===== config.mk =====
export PLATFORM = sky130hd
export DESIGN_NAME = infix_expression_evaluator
export DESIGN_NICKNAME = d
export VERILOG_FILES = /design/src/rtl/core/iee_pkg.sv /design/src/rtl/core/iee_ram.sv /design/src/rtl/core/iee_alu.sv /design/src/rtl/core/infix_expression_evaluator.sv
export SDC_FILE = /design/constraint.sdc
export NUM_CORES = 2
export LEC_CHECK = 0
export BUFFER_PORTS_ARGS = -buffer_cell sky130_fd_sc_hd__clkbuf_2
export CAP_MARGIN = 20
export CORE_MARGIN = 3
export CORE_UTILIZATION = 30
export CTS_CLUSTER_SIZE = 28
export DETAILED_ROUTE_END_ITERATION = 10
export PLACE_DENSITY = 0.47
export SETUP_SLACK_MARGIN = 0.5
export SLEW_MARGIN = 20
export SYNTH_ARGS = -nofsm -noshare
export SYNTH_HDL_FRONTEND = slang
export SYNTH_SLANG_ARGS = --single-unit

===== constraint.sdc =====
create_clock -name clk_i -period 10.8 [get_ports clk_i]
set_input_delay 0.54 -clock clk_i [delete_from_list [all_inputs] [get_ports clk_i]]
set_output_delay 0.54 -clock clk_i [all_outputs]
set_load 0.02 [all_outputs]

===== src/rtl/core/iee_pkg.sv =====
// Shared types, character codes and helpers for the infix expression evaluator.
`timescale 1ns / 1ps
package iee_pkg;

  typedef enum logic [2:0] {
    OPC_PAREN = 3'd0,
    OPC_ADD   = 3'd1,
    OPC_SUB   = 3'd2,
    OPC_MUL   = 3'd3,
    OPC_DIV   = 3'd4,
    OPC_XOR   = 3'd5,
    OPC_DICE  = 3'd6,
    OPC_NONE  = 3'd7
  } op_e;

  typedef enum logic [1:0] {
    ST_OK       = 2'd0,
    ST_DIV_ZERO = 2'd1,
    ST_OVERFLOW = 2'd2,
    ST_DICE     = 2'd3
  } status_e;

  localparam logic [7:0] CH_ZERO   = 8'h30;
  localparam logic [7:0] CH_NINE   = 8'h39;
  localparam logic [7:0] CH_PLUS   = 8'h2B;
  localparam logic [7:0] CH_MINUS  = 8'h2D;
  localparam logic [7:0] CH_STAR   = 8'h2A;
  localparam logic [7:0] CH_SLASH  = 8'h2F;
  localparam logic [7:0] CH_CARET  = 8'h5E;
  localparam logic [7:0] CH_DICE   = 8'h64;
  localparam logic [7:0] CH_LPAREN = 8'h28;
  localparam logic [7:0] CH_RPAREN = 8'h29;
  localparam logic [7:0] CH_DOT    = 8'h2E;

  localparam logic [67:0] INT_LIMIT = 68'h0_7FFF_FFFF_FFFF_FFFF;

  // Request/response between sequencer and arithmetic unit
  typedef struct packed {
    logic start;
    op_e  op;
  } alu_req_t;

  typedef struct packed {
    logic done;
    logic div_zero;
  } alu_rsp_t;

  function automatic op_e char_to_op(logic [7:0] c);
    op_e o;
    o = OPC_NONE;
    if (c == CH_PLUS) o = OPC_ADD;
    else if (c == CH_MINUS) o = OPC_SUB;
    else if (c == CH_STAR) o = OPC_MUL;
    else if (c == CH_SLASH) o = OPC_DIV;
    else if (c == CH_CARET) o = OPC_XOR;
    else if (c == CH_DICE) o = OPC_DICE;
    return o;
  endfunction

  function automatic logic [2:0] prec(op_e o);
    logic [2:0] p;
    unique case (o)
      OPC_ADD, OPC_SUB: p = 3'd2;
      OPC_MUL, OPC_DIV: p = 3'd3;
      OPC_XOR:          p = 3'd4;
      OPC_DICE:         p = 3'd5;
      default:          p = 3'd1;
    endcase
    return p;
  endfunction

  function automatic status_e raise(status_e cur, status_e s);
    return (cur == ST_OK) ? s : cur;
  endfunction

endpackage


===== src/rtl/core/iee_ram.sv =====
// Generic single-write, single-read RAM with registered read data.
`timescale 1ns / 1ps
module iee_ram #(
  parameter int WIDTH = 64,
  parameter int DEPTH = 16
) (
  input  logic                     clk_i,
  input  logic                     we_i,
  input  logic [$clog2(DEPTH)-1:0] waddr_i,
  input  logic [WIDTH-1:0]         wdata_i,
  input  logic                     re_i,
  input  logic [$clog2(DEPTH)-1:0] raddr_i,
  output logic [WIDTH-1:0]         rdata_o
);
  logic [WIDTH-1:0] mem_q [DEPTH];

  always_ff @(posedge clk_i) begin
    if (we_i) begin
      mem_q[waddr_i] <= wdata_i;
    end
    if (re_i) begin
      rdata_o <= mem_q[raddr_i];
    end
  end
endmodule


===== src/rtl/core/iee_alu.sv =====
// Shared arithmetic unit: add/sub/xor registered directly on start, bit-serial multiply and divide.
`timescale 1ns / 1ps
module iee_alu (
  input  logic              clk_i,
  input  logic              rst_ni,
  input  iee_pkg::alu_req_t req_i,
  input  logic [63:0]       lhs_i,
  input  logic [63:0]       rhs_i,
  output iee_pkg::alu_rsp_t rsp_o,
  output logic [63:0]       result_o
);
  logic        busy_q, is_div_q, neg_q, done_q, dz_q;
  logic [5:0]  cnt_q;
  logic [63:0] acc_q, sh_q, opd_q, res_q;
  logic [63:0] acc_n, sh_n, mag_a, mag_b;
  logic [64:0] rem_sh, rem_sub;

  assign mag_a = lhs_i[63] ? (64'd0 - lhs_i) : lhs_i;
  assign mag_b = rhs_i[63] ? (64'd0 - rhs_i) : rhs_i;

  // one step of multiply (acc = product) or restoring divide (acc = remainder)
  always_comb begin
    rem_sh  = {acc_q, sh_q[63]};
    rem_sub = rem_sh - {1'b0, opd_q};
    if (is_div_q) begin
      if (!rem_sub[64]) begin
        acc_n = rem_sub[63:0];
        sh_n  = {sh_q[62:0], 1'b1};
      end else begin
        acc_n = rem_sh[63:0];
        sh_n  = {sh_q[62:0], 1'b0};
      end
    end else begin
      acc_n = sh_q[0] ? (acc_q + opd_q) : acc_q;
      sh_n  = {1'b0, sh_q[63:1]};
    end
  end

  always_ff @(posedge clk_i or negedge rst_ni) begin
    if (!rst_ni) begin
      busy_q   <= 1'b0;
      done_q   <= 1'b0;
      dz_q     <= 1'b0;
      cnt_q    <= '0;
      is_div_q <= 1'b0;
      neg_q    <= 1'b0;
      acc_q    <= '0;
      sh_q     <= '0;
      opd_q    <= '0;
      res_q    <= '0;
    end else begin
      done_q <= 1'b0;
      if (req_i.start) begin
        dz_q  <= 1'b0;
        cnt_q <= '0;
        unique case (req_i.op)
          iee_pkg::OPC_ADD: begin res_q <= lhs_i + rhs_i; done_q <= 1'b1; end
          iee_pkg::OPC_SUB: begin res_q <= lhs_i - rhs_i; done_q <= 1'b1; end
          iee_pkg::OPC_XOR: begin res_q <= lhs_i ^ rhs_i; done_q <= 1'b1; end
          iee_pkg::OPC_MUL: begin
            acc_q    <= '0;
            opd_q    <= lhs_i;
            sh_q     <= rhs_i;
            is_div_q <= 1'b0;
            busy_q   <= 1'b1;
          end
          iee_pkg::OPC_DIV: begin
            if (rhs_i == 64'd0) begin
              res_q  <= '0;
              dz_q   <= 1'b1;
              done_q <= 1'b1;
            end else begin
              acc_q    <= '0;
              sh_q     <= mag_a;
              opd_q    <= mag_b;
              neg_q    <= lhs_i[63] ^ rhs_i[63];
              is_div_q <= 1'b1;
              busy_q   <= 1'b1;
            end
          end
          default: begin res_q <= '0; done_q <= 1'b1; end
        endcase
      end else if (busy_q) begin
        acc_q <= acc_n;
        sh_q  <= sh_n;
        if (is_div_q) begin
          opd_q <= opd_q;
        end else begin
          opd_q <= {opd_q[62:0], 1'b0};
        end
        cnt_q <= cnt_q + 6'd1;
        if (cnt_q == 6'd63) begin
          busy_q <= 1'b0;
          done_q <= 1'b1;
          if (is_div_q) begin
            res_q <= neg_q ? (64'd0 - sh_n) : sh_n;
          end else begin
            res_q <= acc_n;
          end
        end
      end
    end
  end

  assign rsp_o.done     = done_q;
  assign rsp_o.div_zero = dz_q;
  assign result_o       = res_q;

  a_no_start_busy: assert property (@(posedge clk_i) disable iff (!rst_ni)
    req_i.start |-> !busy_q) else $error("alu started while busy");
  a_done_idle: assert property (@(posedge clk_i) disable iff (!rst_ni)
    done_q |-> !busy_q) else $error("alu done while busy");
  a_dz_done: assert property (@(posedge clk_i) disable iff (!rst_ni)
    (dz_q && done_q) |-> $past(req_i.start)) else $error("late divide-by-zero flag");
endmodule


===== src/rtl/core/infix_expression_evaluator.sv =====
// Top level: character parser, stack sequencer and result register.
`timescale 1ns / 1ps
// Infix expression evaluator.
// Input channel: in_valid_i / in_stall_o carry one ASCII character (char_code_i)
// and a flag last_i marking the final character. A transfer happens when valid is
// high and stall is low; stall is high whenever the sequencer is busy.
// Output channel: out_valid_o / out_stall_i carry result_o, status_o and
// values_left_o, one transfer per expression, produced after the last character.
// Sequencing: a digit, '.' or other character passes through decode and a
// last-character check. An operator or ')' reads and examines stack entries
// one at a time; each operator applied pops two values, runs in the shared unit
// and pushes its result, with '*' and '/' by a nonzero divisor taking the
// bit-serial path. The flush on the last character applies all remaining
// operators the same way, then reads the top value into the output register.
// Stacks live in two RAMs read through a registered port, so every stack read
// has its own read state; the shared arithmetic unit sets the long path.
// Reset clears counts, number state and status; stack contents are not cleared.
// If the receiver stalls a previous result, the next result waits in the
// sequencer (no further characters are taken) until the output register frees.
module infix_expression_evaluator #(
  parameter int OP_DEPTH    = 16,
  parameter int VALUE_DEPTH = 16
) (
  input  logic        clk_i,
  input  logic        rst_ni,
  input  logic        in_valid_i,
  output logic        in_stall_o,
  input  logic [7:0]  char_code_i,
  input  logic        last_i,
  output logic        out_valid_o,
  input  logic        out_stall_i,
  output logic [63:0] result_o,
  output logic [1:0]  status_o,
  output logic [4:0]  values_left_o
);
  localparam int OAW = $clog2(OP_DEPTH);
  localparam int OCW = $clog2(OP_DEPTH + 1);
  localparam int VAW = $clog2(VALUE_DEPTH);
  localparam int VCW = $clog2(VALUE_DEPTH + 1);

  typedef enum logic [9:0] {
    S_IDLE  = 10'b0000000001,
    S_DEC   = 10'b0000000010,
    S_LAST  = 10'b0000000100,
    S_OPRD  = 10'b0000001000,
    S_OPCHK = 10'b0000010000,
    S_POPA  = 10'b0000100000,
    S_POPW  = 10'b0001000000,
    S_EXEC  = 10'b0010000000,
    S_OUTRD = 10'b0100000000,
    S_OUTW  = 10'b1000000000
  } state_e;

  typedef enum logic [1:0] {
    MODE_OP    = 2'd0,
    MODE_RPAR  = 2'd1,
    MODE_FLUSH = 2'd2
  } mode_e;

  state_e           state_q, state_d;
  mode_e            mode_q, mode_d;
  logic [7:0]       char_q, char_d;
  logic             last_q, last_d;
  logic [63:0]      acc_q, acc_d;
  logic             nin_q, nin_d, nign_q, nign_d;
  iee_pkg::status_e status_q, status_d;
  logic [VCW-1:0]   vcnt_q, vcnt_d;
  logic [OCW-1:0]   ocnt_q, ocnt_d;
  iee_pkg::op_e     pend_q, pend_d, cur_q, cur_d, top_op;
  logic [63:0]      rhs_q, rhs_d, lhs_q, lhs_d, pop_val;
  logic             second_q, second_d, vhit_q, vhit_d;
  logic             out_valid_q, out_valid_d;
  logic [63:0]      out_res_q, out_res_d;
  logic [1:0]       out_st_q, out_st_d;
  logic [4:0]       out_vl_q, out_vl_d;

  logic             v_we, v_re, o_we, o_re;
  logic [VAW-1:0]   v_waddr, v_raddr;
  logic [OAW-1:0]   o_waddr, o_raddr;
  logic [63:0]      v_wdata, v_rdata, alu_res;
  logic [2:0]       o_wdata, o_rdata;
  iee_pkg::alu_req_t alu_req;
  iee_pkg::alu_rsp_t alu_rsp;

  logic [67:0]      num_ext, num_next;
  logic [3:0]       digit;
  logic             is_digit;
  logic [VCW+4:0]   vcnt_wide;

  iee_ram #(.WIDTH(64), .DEPTH(VALUE_DEPTH)) u_vram (
    .clk_i, .we_i(v_we), .waddr_i(v_waddr), .wdata_i(v_wdata),
    .re_i(v_re), .raddr_i(v_raddr), .rdata_o(v_rdata)
  );

  iee_ram #(.WIDTH(3), .DEPTH(OP_DEPTH)) u_oram (
    .clk_i, .we_i(o_we), .waddr_i(o_waddr), .wdata_i(o_wdata),
    .re_i(o_re), .raddr_i(o_raddr), .rdata_o(o_rdata)
  );

  iee_alu u_alu (
    .clk_i, .rst_ni, .req_i(alu_req), .lhs_i(lhs_q), .rhs_i(rhs_q),
    .rsp_o(alu_rsp), .result_o(alu_res)
  );

  // decimal accumulate: acc*10 + digit, checked against the signed limit
  assign is_digit  = (char_q >= iee_pkg::CH_ZERO) && (char_q <= iee_pkg::CH_NINE);
  assign digit     = 4'(char_q - iee_pkg::CH_ZERO);
  assign num_ext   = nin_q ? {4'd0, acc_q} : 68'd0;
  assign num_next  = (num_ext << 3) + (num_ext << 1) + {64'd0, digit};
  assign top_op    = iee_pkg::op_e'(o_rdata);
  assign pop_val   = vhit_q ? v_rdata : 64'd0;
  assign vcnt_wide = {5'd0, vcnt_q};

  always_comb begin
    state_d     = state_q;
    mode_d      = mode_q;
    char_d      = char_q;
    last_d      = last_q;
    acc_d       = acc_q;
    nin_d       = nin_q;
    nign_d      = nign_q;
    status_d    = status_q;
    vcnt_d      = vcnt_q;
    ocnt_d      = ocnt_q;
    pend_d      = pend_q;
    cur_d       = cur_q;
    rhs_d       = rhs_q;
    lhs_d       = lhs_q;
    second_d    = second_q;
    vhit_d      = vhit_q;
    out_valid_d = out_valid_q && out_stall_i;
    out_res_d   = out_res_q;
    out_st_d    = out_st_q;
    out_vl_d    = out_vl_q;
    v_we        = 1'b0;
    v_waddr     = vcnt_q[VAW-1:0];
    v_wdata     = acc_q;
    v_re        = 1'b0;
    v_raddr     = VAW'(vcnt_q - VCW'(1));
    o_we        = 1'b0;
    o_waddr     = ocnt_q[OAW-1:0];
    o_wdata     = pend_q;
    o_re        = 1'b0;
    o_raddr     = OAW'(ocnt_q - OCW'(1));
    alu_req     = '{start: 1'b0, op: cur_q};

    unique case (state_q)
      S_IDLE: begin
        if (in_valid_i) begin
          char_d  = char_code_i;
          last_d  = last_i;
          state_d = S_DEC;
        end
      end
      S_DEC: begin
        state_d = S_LAST;
        if (is_digit) begin
          if (!nin_q) begin
            nign_d = 1'b0;
          end
          nin_d = 1'b1;
          if (!nin_q || !nign_q) begin
            if (num_next > iee_pkg::INT_LIMIT) begin
              acc_d  = '0;
              nign_d = 1'b1;
            end else begin
              acc_d = num_next[63:0];
            end
          end
        end else if (char_q == iee_pkg::CH_DOT) begin
          if (!nin_q) begin
            acc_d = '0;
          end
          nin_d  = 1'b1;
          nign_d = 1'b1;
        end else begin
          // any other character ends the number in progress
          if (nin_q) begin
            if (vcnt_q < VCW'(VALUE_DEPTH)) begin
              v_we   = 1'b1;
              vcnt_d = vcnt_q + VCW'(1);
            end else begin
              status_d = iee_pkg::raise(status_q, iee_pkg::ST_OVERFLOW);
            end
          end
          nin_d  = 1'b0;
          nign_d = 1'b0;
          acc_d  = '0;
          if (iee_pkg::char_to_op(char_q) != iee_pkg::OPC_NONE) begin
            pend_d  = iee_pkg::char_to_op(char_q);
            mode_d  = MODE_OP;
            state_d = S_OPRD;
          end else if (char_q == iee_pkg::CH_LPAREN) begin
            if (ocnt_q < OCW'(OP_DEPTH)) begin
              o_we    = 1'b1;
              o_wdata = iee_pkg::OPC_PAREN;
              ocnt_d  = ocnt_q + OCW'(1);
            end else begin
              status_d = iee_pkg::raise(status_d, iee_pkg::ST_OVERFLOW);
            end
          end else if (char_q == iee_pkg::CH_RPAREN) begin
            mode_d  = MODE_RPAR;
            state_d = S_OPRD;
          end
        end
      end
      S_LAST: begin
        if (last_q) begin
          if (nin_q) begin
            if (vcnt_q < VCW'(VALUE_DEPTH)) begin
              v_we   = 1'b1;
              vcnt_d = vcnt_q + VCW'(1);
            end else begin
              status_d = iee_pkg::raise(status_q, iee_pkg::ST_OVERFLOW);
            end
          end
          nin_d   = 1'b0;
          nign_d  = 1'b0;
          acc_d   = '0;
          mode_d  = MODE_FLUSH;
          state_d = S_OPRD;
        end else begin
          state_d = S_IDLE;
        end
      end
      S_OPRD: begin
        if (ocnt_q == '0) begin
          unique case (mode_q)
            MODE_OP: begin
              o_we    = 1'b1;
              ocnt_d  = ocnt_q + OCW'(1);
              state_d = S_LAST;
            end
            MODE_FLUSH: state_d = S_OUTRD;
            default:    state_d = S_LAST;
          endcase
        end else begin
          o_re    = 1'b1;
          state_d = S_OPCHK;
        end
      end
      S_OPCHK: begin
        unique case (mode_q)
          MODE_OP: begin
            if (top_op != iee_pkg::OPC_PAREN &&
                iee_pkg::prec(top_op) >= iee_pkg::prec(pend_q)) begin
              ocnt_d   = ocnt_q - OCW'(1);
              cur_d    = top_op;
              second_d = 1'b0;
              state_d  = S_POPA;
            end else begin
              if (ocnt_q < OCW'(OP_DEPTH)) begin
                o_we   = 1'b1;
                ocnt_d = ocnt_q + OCW'(1);
              end else begin
                status_d = iee_pkg::raise(status_q, iee_pkg::ST_OVERFLOW);
              end
              state_d = S_LAST;
            end
          end
          MODE_RPAR: begin
            ocnt_d = ocnt_q - OCW'(1);
            if (top_op != iee_pkg::OPC_PAREN) begin
              cur_d    = top_op;
              second_d = 1'b0;
              state_d  = S_POPA;
            end else begin
              state_d = S_LAST;
            end
          end
          default: begin
            ocnt_d = ocnt_q - OCW'(1);
            if (top_op != iee_pkg::OPC_PAREN) begin
              cur_d    = top_op;
              second_d = 1'b0;
              state_d  = S_POPA;
            end else begin
              state_d = S_OPRD;
            end
          end
        endcase
      end
      S_POPA: begin
        // empty value stack pops as zero
        if (vcnt_q != '0) begin
          v_re   = 1'b1;
          vcnt_d = vcnt_q - VCW'(1);
          vhit_d = 1'b1;
        end else begin
          vhit_d = 1'b0;
        end
        state_d = S_POPW;
      end
      S_POPW: begin
        if (!second_q) begin
          rhs_d    = pop_val;
          second_d = 1'b1;
          state_d  = S_POPA;
        end else begin
          lhs_d   = pop_val;
          state_d = S_EXEC;
        end
      end
      S_EXEC: begin
        if (second_q) begin
          alu_req.start = 1'b1;
          second_d      = 1'b0;
        end else if (alu_rsp.done) begin
          if (alu_rsp.div_zero) begin
            status_d = iee_pkg::raise(status_d, iee_pkg::ST_DIV_ZERO);
          end
          if (cur_q == iee_pkg::OPC_DICE) begin
            status_d = iee_pkg::raise(status_d, iee_pkg::ST_DICE);
          end
          v_wdata = alu_res;
          if (vcnt_q < VCW'(VALUE_DEPTH)) begin
            v_we   = 1'b1;
            vcnt_d = vcnt_q + VCW'(1);
          end else begin
            status_d = iee_pkg::raise(status_d, iee_pkg::ST_OVERFLOW);
          end
          state_d = S_OPRD;
        end
      end
      S_OUTRD: begin
        v_re    = vcnt_q != '0;
        vhit_d  = vcnt_q != '0;
        state_d = S_OUTW;
      end
      S_OUTW: begin
        if (!out_valid_q || !out_stall_i) begin
          out_valid_d = 1'b1;
          out_res_d   = pop_val;
          out_st_d    = status_q;
          out_vl_d    = vcnt_wide[4:0];
          vcnt_d      = '0;
          ocnt_d      = '0;
          status_d    = iee_pkg::ST_OK;
          nin_d       = 1'b0;
          nign_d      = 1'b0;
          acc_d       = '0;
          state_d     = S_IDLE;
        end
      end
      default: state_d = S_IDLE;
    endcase
  end

  always_ff @(posedge clk_i or negedge rst_ni) begin
    if (!rst_ni) begin
      state_q     <= S_IDLE;
      mode_q      <= MODE_OP;
      acc_q       <= '0;
      nin_q       <= 1'b0;
      nign_q      <= 1'b0;
      status_q    <= iee_pkg::ST_OK;
      vcnt_q      <= '0;
      ocnt_q      <= '0;
      second_q    <= 1'b0;
      vhit_q      <= 1'b0;
      out_valid_q <= 1'b0;
    end else begin
      state_q     <= state_d;
      mode_q      <= mode_d;
      acc_q       <= acc_d;
      nin_q       <= nin_d;
      nign_q      <= nign_d;
      status_q    <= status_d;
      vcnt_q      <= vcnt_d;
      ocnt_q      <= ocnt_d;
      second_q    <= second_d;
      vhit_q      <= vhit_d;
      out_valid_q <= out_valid_d;
    end
  end

  always_ff @(posedge clk_i) begin
    char_q    <= char_d;
    last_q    <= last_d;
    pend_q    <= pend_d;
    cur_q     <= cur_d;
    rhs_q     <= rhs_d;
    lhs_q     <= lhs_d;
    out_res_q <= out_res_d;
    out_st_q  <= out_st_d;
    out_vl_q  <= out_vl_d;
  end

  assign in_stall_o    = state_q != S_IDLE;
  assign out_valid_o   = out_valid_q;
  assign result_o      = out_res_q;
  assign status_o      = out_st_q;
  assign values_left_o = out_vl_q;

  a_vcnt_range: assert property (@(posedge clk_i) disable iff (!rst_ni)
    vcnt_q <= VCW'(VALUE_DEPTH)) else $error("value count past depth");
  a_ocnt_range: assert property (@(posedge clk_i) disable iff (!rst_ni)
    ocnt_q <= OCW'(OP_DEPTH)) else $error("operator count past depth");
  a_alu_done_exec: assert property (@(posedge clk_i) disable iff (!rst_ni)
    alu_rsp.done |-> state_q == S_EXEC) else $error("alu result outside execute");
  a_status_sticky: assert property (@(posedge clk_i) disable iff (!rst_ni)
    (status_q != iee_pkg::ST_OK && state_q != S_OUTW) |=> $stable(status_q))
    else $error("status overwritten");
endmodule


# Word level (Yosys, flattened, before mapping)
# Memories as Yosys holds them, arrays and structs flattened. A register that Yosys moved wholly into a read port is not among the register bits.
# Cells that the tools add are included.
[totals]
ff_bits = 574
latch_bits = 0
mem_bits_rw = 1072
rom_bits = 0
inputBits = 13
output_inout_bits = 73
wordCells = 382
mem_count = 2
[memory_table]
columns = ["name", "depth", "word_bits", "rd", "rd_ports_with_merged_regs", "wr", "line_no", "source"]
rows = [
  ["u_vram.mem_q", 16, 64, 1, 1, 1, "iee_ram.sv:15", "logic [WIDTH-1:0] mem_q [DEPTH];"],
  ["u_oram.mem_q", 16, 3, 1, 1, 1, "iee_ram.sv:15", ""],
]
[classes]
addsub = 15
multipliers = 0
n_div = 0
n_lt_le_gt_ge = 6
n_eq_ne = 70
shifts = 0
muxes = 200
n_bitwise = 6
reduce_logical = 53
[op_table]
columns = ["cell", "n"]
rows = [
  ["2-to-1 mux 64 bit", 34],
  ["case mux 64 bit (2 select lines)", 3],
  ["case mux 64 bit (5 select lines)", 1],
  ["case mux 64 bit (3 select lines)", 1],
  ["subtractor 1 x 64 -> 64 bit, first input constant", 3],
  ["adder 64 bit", 2],
  ["case mux 10 bit (10 select lines)", 1],
  ["2-to-1 mux 5 bit", 18],
  ["2-to-1 mux 2 bit", 39],
  ["adder 67 x 65 -> 68 bit", 1],
  ["adder 68 x 4 -> 68 bit", 1],
  ["> comparator 68 x 63 -> 1 bit, second input constant", 1],
  ["subtractor 65 x 64 -> 65 bit", 1],
  ["logical NOT 64 bit", 1],
  ["subtractor 64 bit", 1],
  ["XOR 64 bit", 1],
  ["2-to-1 mux 3 bit", 19],
  ["equality test 8 x 6 -> 1 bit, second input constant", 7],
  ["2-to-1 mux 10 bit", 5],
  ["2-to-1 mux 1 bit", 49],
  ["inequality test 2 bit, second input constant", 18],
  ["2-to-1 mux 6 bit", 5],
  ["equality test 3 bit, second input constant", 9],
  ["case mux 5 bit (5 select lines)", 1],
  ["59 further kinds", 128],
]

# Depth between registers and ports, before layout
[depth]
word_depth = 18
ltp_mapped = 24

# Hierarchy
# From an unflattened synthesis, not the netlist that was laid out.
[hier_totals]
cells_unflattened = 8023
hier_area_um2 = 93656.1
[modules_own_cells]
columns = ["mod", "n_inst", "cells_per_inst", "area_each_um2", "seq_area_each_um2"]
rows = [
  ["iee_ram (u_vram)", 1, 1647, 40222.3, 32671.3],
  ["iee_alu", 1, 4678, 33618.5, 6681.4],
  ["infix_expression_evaluator", 1, 1595, 17773.3, 8754.6],
  ["iee_ram (u_oram)", 1, 103, 2042.0, 1531.5],
]

# Least setup slack after synthesis
# No wires, ideal clock.
[synth_timing]
path_type = "register to register"
startpoint = "reg state_q[3]"
endpoint = "mem u_vram.mem_q[15][0], enable pin"
setup_time_ns = 0.565
t_arrival_ns = 6.404
setup_slack_ns = 3.831
stages_incl_launch_ff = 8
n_path_buf = 0
period_less_slack_ns = 6.969
cell_sequence = "dfrtp_1 > nor4_1 > nand3_1 > nor3b_1 > nand2_1 > nand2_1 > a21oi_1 > nor3_1"
[synth_between]
elab_chain_len = 4
word_cells_on_any_way = 6
classes_between = "eq/ne: 3; mux: 3"
[synth_lines]
columns = ["item", "line_no", "source"]
rows = [
  ["from (decl)", "infix_expression_evaluator.sv:60", "state_e state_q, state_d;"],
  ["from (signal assigned)", "infix_expression_evaluator.sv:363", "state_q <= state_d;"],
  ["equality test 10 x 8 -> 1 bit (tied with other cells)", "infix_expression_evaluator.sv:147", "unique case (state_q)"],
  ["case mux 1 bit (3 select lines) (*)", "infix_expression_evaluator.sv:147", ""],
  ["2-to-1 mux 1 bit (*)", "iee_ram.sv:18", "if (we_i) begin"],
  ["2-to-1 mux 1 bit (implied by the code) (*)", "iee_ram.sv:19", "mem_q[waddr_i] <= wdata_i;"],
  ["to (decl)", "iee_ram.sv:15", ""],
]
# Every way passes the cells marked *; elsewhere a longest branch is shown, timed or not.

# Worst setup path in the final report
[layout_timing]
startpoint = "reg u_alu.sh_q[63]"
endpoint = "reg u_alu.res_q[62], in the netlist u_alu.result_o[62]"
[layout_between]
elab_chain_len = 9
word_cells_on_any_way = 11
classes_between = "add/sub: 2; mux: 9"
[layout_lines]
columns = ["item", "line_no", "source"]
rows = [
  ["from (decl)", "iee_alu.sv:14", "logic [63:0] acc_q, sh_q, opd_q, res_q;"],
  ["from (signal assigned)", "iee_alu.sv:63", "sh_q <= rhs_i;"],
  ["from (signal assigned)", "iee_alu.sv:74", "sh_q <= mag_a;"],
  ["from (signal assigned)", "iee_alu.sv:85", "sh_q <= sh_n;"],
  ["subtractor 65 x 64 -> 65 bit", "iee_alu.sv:24", "rem_sub = rem_sh - {1'b0, opd_q};"],
  ["2-to-1 mux 1 bit", "iee_alu.sv:26", "if (!rem_sub[64]) begin"],
  ["2-to-1 mux 64 bit", "iee_alu.sv:25", "if (is_div_q) begin"],
  ["subtractor 1 x 64 -> 64 bit", "iee_alu.sv:96", "res_q <= neg_q ? (64'd0 - sh_n) : sh_n;"],
  ["2-to-1 mux 64 bit", "iee_alu.sv:96", ""],
  ["2-to-1 mux 64 bit (*)", "iee_alu.sv:95", "if (is_div_q) begin"],
  ["2-to-1 mux 64 bit (*)", "iee_alu.sv:92", "if (cnt_q == 6'd63) begin"],
  ["2-to-1 mux 64 bit (*)", "iee_alu.sv:83", "end else if (busy_q) begin"],
  ["2-to-1 mux 64 bit (*)", "iee_alu.sv:53", "if (req_i.start) begin"],
  ["to (signal assigned)", "iee_alu.sv:96", ""],
  ["to (signal assigned)", "iee_alu.sv:98", "res_q <= acc_n;"],
  ["to (decl)", "iee_alu.sv:14", ""],
]
# Every way passes the cells marked *; elsewhere a longest branch is shown, timed or not. The select of a mux whose other input is x is not followed.
# A chain may end at the register's enable or synchronous reset.

==> results.yml <==
pwr:
  power.leakage_nw: 37.2
  p_per_area_nw_per_um2: 154
  ir_drop_v: 0.000324
critical_path:
  critical_path_peak_fanout: 11
  reg2reg_depth: 24
  r2r_setup_slack_ps: 3050
  r2r_end: "u_alu.result_o[62]"
  end_kind: "flip-flop"
  worstReg2RegStart: "u_alu.sh_q[63]"
  critical_path_class: "reg -> reg"
  cp_data_arrival_time_ps: 8460
  cp-start-kind: "flip-flop"
  crit_required_ps: 11510
floorplanning:
  fp.dieW_um: 564
  rows: 204
  die_y_um: 564
  die-area_um2: 319000
  coreArea_um2: 310000
  boundaryPins: 86
  start_util_pct: 30.2
placed_design:
  dpl.hpwl_mm: 224
  place.gp.congestion: 0.905
  numPortBuffers: 85
  preCtsSetupSlack_ps: 3140
yosys:
  syn-num-nets: 8227
  synth_cells: 7874
  async_reset_ff_share_pct: 21.0
  synth_top_area_share_pct: 43.4
  ys_seq_area_share_pct: 53.1
  postSynthAreaPerCell_um2: 11.9
  yosys_register_bits: 1713
  yosys.area.top_type: "edfxtp_1"
  synth_ff_type: "edfxtp_1"
  synth_edf_count: 1353
  synth_area_leaders: "edfxtp_1, dfrtp_1, mux4_2"
  synth_area_um2: 93600
  ys_warn_count: 0
  synth_cell_types: 104
global_routing:
  grtUsageMet1_pct: 27.6
  grt_pass1_wl_mm: 468
  track_usage_pct: 19.7
  use_met2_pct: 32.1
  grt_pass1_vias: 65651
  use_met3_pct: 2.17
  grt_max_degree: 170
  busiest_layer: "met2"
  grt-ovfl-total: 0
  grt_antenna_before_repair: 21
sta:
  whs_ps: 328
  fin_crit_sh_pct: 71.7
  worst_slew_pin_slew_ps: 1040
  fin_ws_ps: 3050
  fin_crit_ps: 7750
  rsz0062_at_grt: "no"
  fmax_mhz: 129
  setup_viol: 0
  fin_worst_skew_ps: 83.9
  tns_ps: 0
  slew_violations: 0
  max_slew_margin_pct: 30.3
  hold_violations: 0
detailed_routing:
  postRouteAntennaNets: 0
  finalWirelength_mm: 322
  vias: 65968
  drcViolationCount: 0
  routedWlPerCell_um: 26.7
  viasPerCell: 5.47
  drt_iter0_drc: 6057
  drtPass1Iterations: 5
cells_and_area:
  nNetsFinal: 8114
  seqCellArea_um2: 49700
  final_util_pct: 33.8
  fillers: 30465
  multiInputGateArea_um2: 41500
  area_delta_synth_final_pct: 11.9
  drive_gt1_share_pct: 13.1
clocking:
  cts_tree: "built"
  clk_pin_slew_ps: 60
  h-tree-depth: 4
  postCtsResizedCells: 0
  clockBufferDepth: 4
  insertion_delay_ps: 890
  numCtsBuffers: 193
  cts.sinks: 1713
  cts-root-buf: "clkbuf_16"
status:
  run_status: "complete, no violations"
flow_run:
  maxCapViolCount: 0
min_path:
  hp-class: "in -> async"
## metrics by stage
| stage | std cells | area, µm² | power (mW) |
|---|---|---|---|
| final | 12052 | 105000 | 16.2 |
| after global routing | 12040 | 105000 | 16.8 |
| after CTS | 12034 | 105000 | 16.4 |
| after detailed placement | 11674 | 98300 | 9.76 |
| after global placement | 11674 | 98300 | 9.76 |
| after floorplan | 7874 | 93600 | 9.04 |
## cells in the mapped netlist, types with 24 or more instances
cell,number
nor3_1,117
inv_1,174
nor4_1,34
o221ai_1,36
o21a_1,39
nor3b_1,25
nand3_1,85
o211ai_1,83
ha_1,336
o22ai_1,41
or4_1,24
nand4_1,97
mux4_2,335
a221oi_1,29
xnor2_1,217
buf_2,49
edfxtp_1,1353
xor2_1,322
nor2_1,497
nor2b_1,46
nand2b_1,45
a211oi_1,192
a21oi_1,580
mux2i_1,67
o21bai_1,58
buf_1,58
and3_1,33
dfrtp_1,359
clkbuf_1,418
a31oi_1,52
nand2_1,658
and2_1,177
or3_1,61
a21o_1,120
o31ai_1,84
o21ai_0,517
mux2_2,79
## power by group
part	switching, mW	leakage [nW]	total, mW	internal, mW
combinational	1.27	17.5	2.30	1.03
clock	2.78	3.04	6.60	3.82
sequential	0.102	16.7	7.25	7.15
total	4.15	37.2	16.2	12.0
## cell type report
| cell class | count | share of cell area, % |
|---|---|---|
| Antenna cell | 18 | 0.0430 |
| Clock buffer | 235 | 4.87 |
| Clock inverter | 113 | 1.09 |
| Inverter | 175 | 0.627 |
| Multi-Input combinational cell | 5459 | 39.6 |
| Sequential cell | 1713 | 47.4 |
| Tap cell | 4120 | 4.92 |
| Timing Repair Buffer | 219 | 1.47 |
## logic make-up after synthesis
logic type	synth area share, %
compound gates	14.5
xor+xnor	5.06
fa+ha+maj	4.58
buf+inv	2.90
flops	53.1
mux	9.73
simple gates	10.2
## worst max-delay path: stages (launching register included)
cell and delay [ps]:
dfrtp_1 410, inv_1 70, ha_1 150, inv_1 50
fa_1 430, a211oi_1 330, o211ai_1 210, a211oi_1 690
nor3_2 230, a211oi_2 650, o21bai_2 280, xnor2_2 190
nand2_1 690, a21boi_0 340, ha_1 240, o211ai_1 170
nor4_1 320, buf_4 190, and3_1 450, nand4_1 360
o21ai_0 310, xor2_1 190, a21oi_1 90, a2111oi_0 470
nor2_1 70
## per-layer routing
layer / vias up / wire length, µm
met5: - / 0
met4: 0 / 10000
li1: 29831 / -
met2: 1921 / 151000
met3: 417 / 16200
met1: 33799 / 144000
## placed cells by master, fill, tap and decap left out, drive strengths merged, types with 46 or more instances in the layout
master,count
nor2b,46
buf,123
nand3,86
o21ai,538
a31oi,52
clkinv,73
clkbuf,319
or3,64
dfrtp,359
ha,336
nand2,658
edfxtp,1353
xor2,322
a211oi,194
and2,179
inv,183
a21o,120
xnor2,218
mux2i,67
nor2,497
o31ai,91
nand4,98
a21oi,581
nand2b,46
mux4,335
o21bai,60
nor3,120
o211ai,83
mux2,79
## worst max-delay path by stage
| stage | startpoint | endpoint | slack [ps] |
|---|---|---|---|
| 2_1_floorplan | state_q[3] | u_vram.mem_q[15][0] | 3830 |
| 3_3_place_gp | u_alu.sh_q[63] | u_alu.result_o[62] | 2980 |
| 3_5_place_dp | u_alu.sh_q[63] | u_alu.result_o[62] | 3140 |
| 4_1_cts | u_alu.sh_q[63] | u_alu.result_o[62] | 3140 |
| 5_1_grt | u_alu.sh_q[63] | u_alu.result_o[62] | 2650 |
| 6_report | u_alu.sh_q[63] | u_alu.result_o[62] | 3050 |
## registers in the layout (all words and copies together), names as in the netlist, 2 cells and up
signal          count
vcnt_q              5
acc_q              64
u_alu.acc_q        64
values_left_o       5
ocnt_q              5
state_q            10
result_o           64
rhs_q              64
lhs_q              64
u_oram.rdata_o      3
mode_q              2
status_o            2
u_alu.result_o     64
u_oram.mem_q       48
u_vram.mem_q     1024
u_alu.opd_q        64
u_vram.rdata_o     64
u_alu.cnt_q         6
pend_q              3
status_q            2
char_q              8
cur_q               3
u_alu.sh_q         64
## timing repair
| item | in CTS | in global routing |
|---|---|---|
| endpoints found under the hold margin | 89 | 0 |
| setup endpoints to repair | 0 | 0 |
| setup buffers | 0 | 0 |
| hold buffers | 12 | 0 |
No activity file was read; power rests on OpenSTA's default activity.
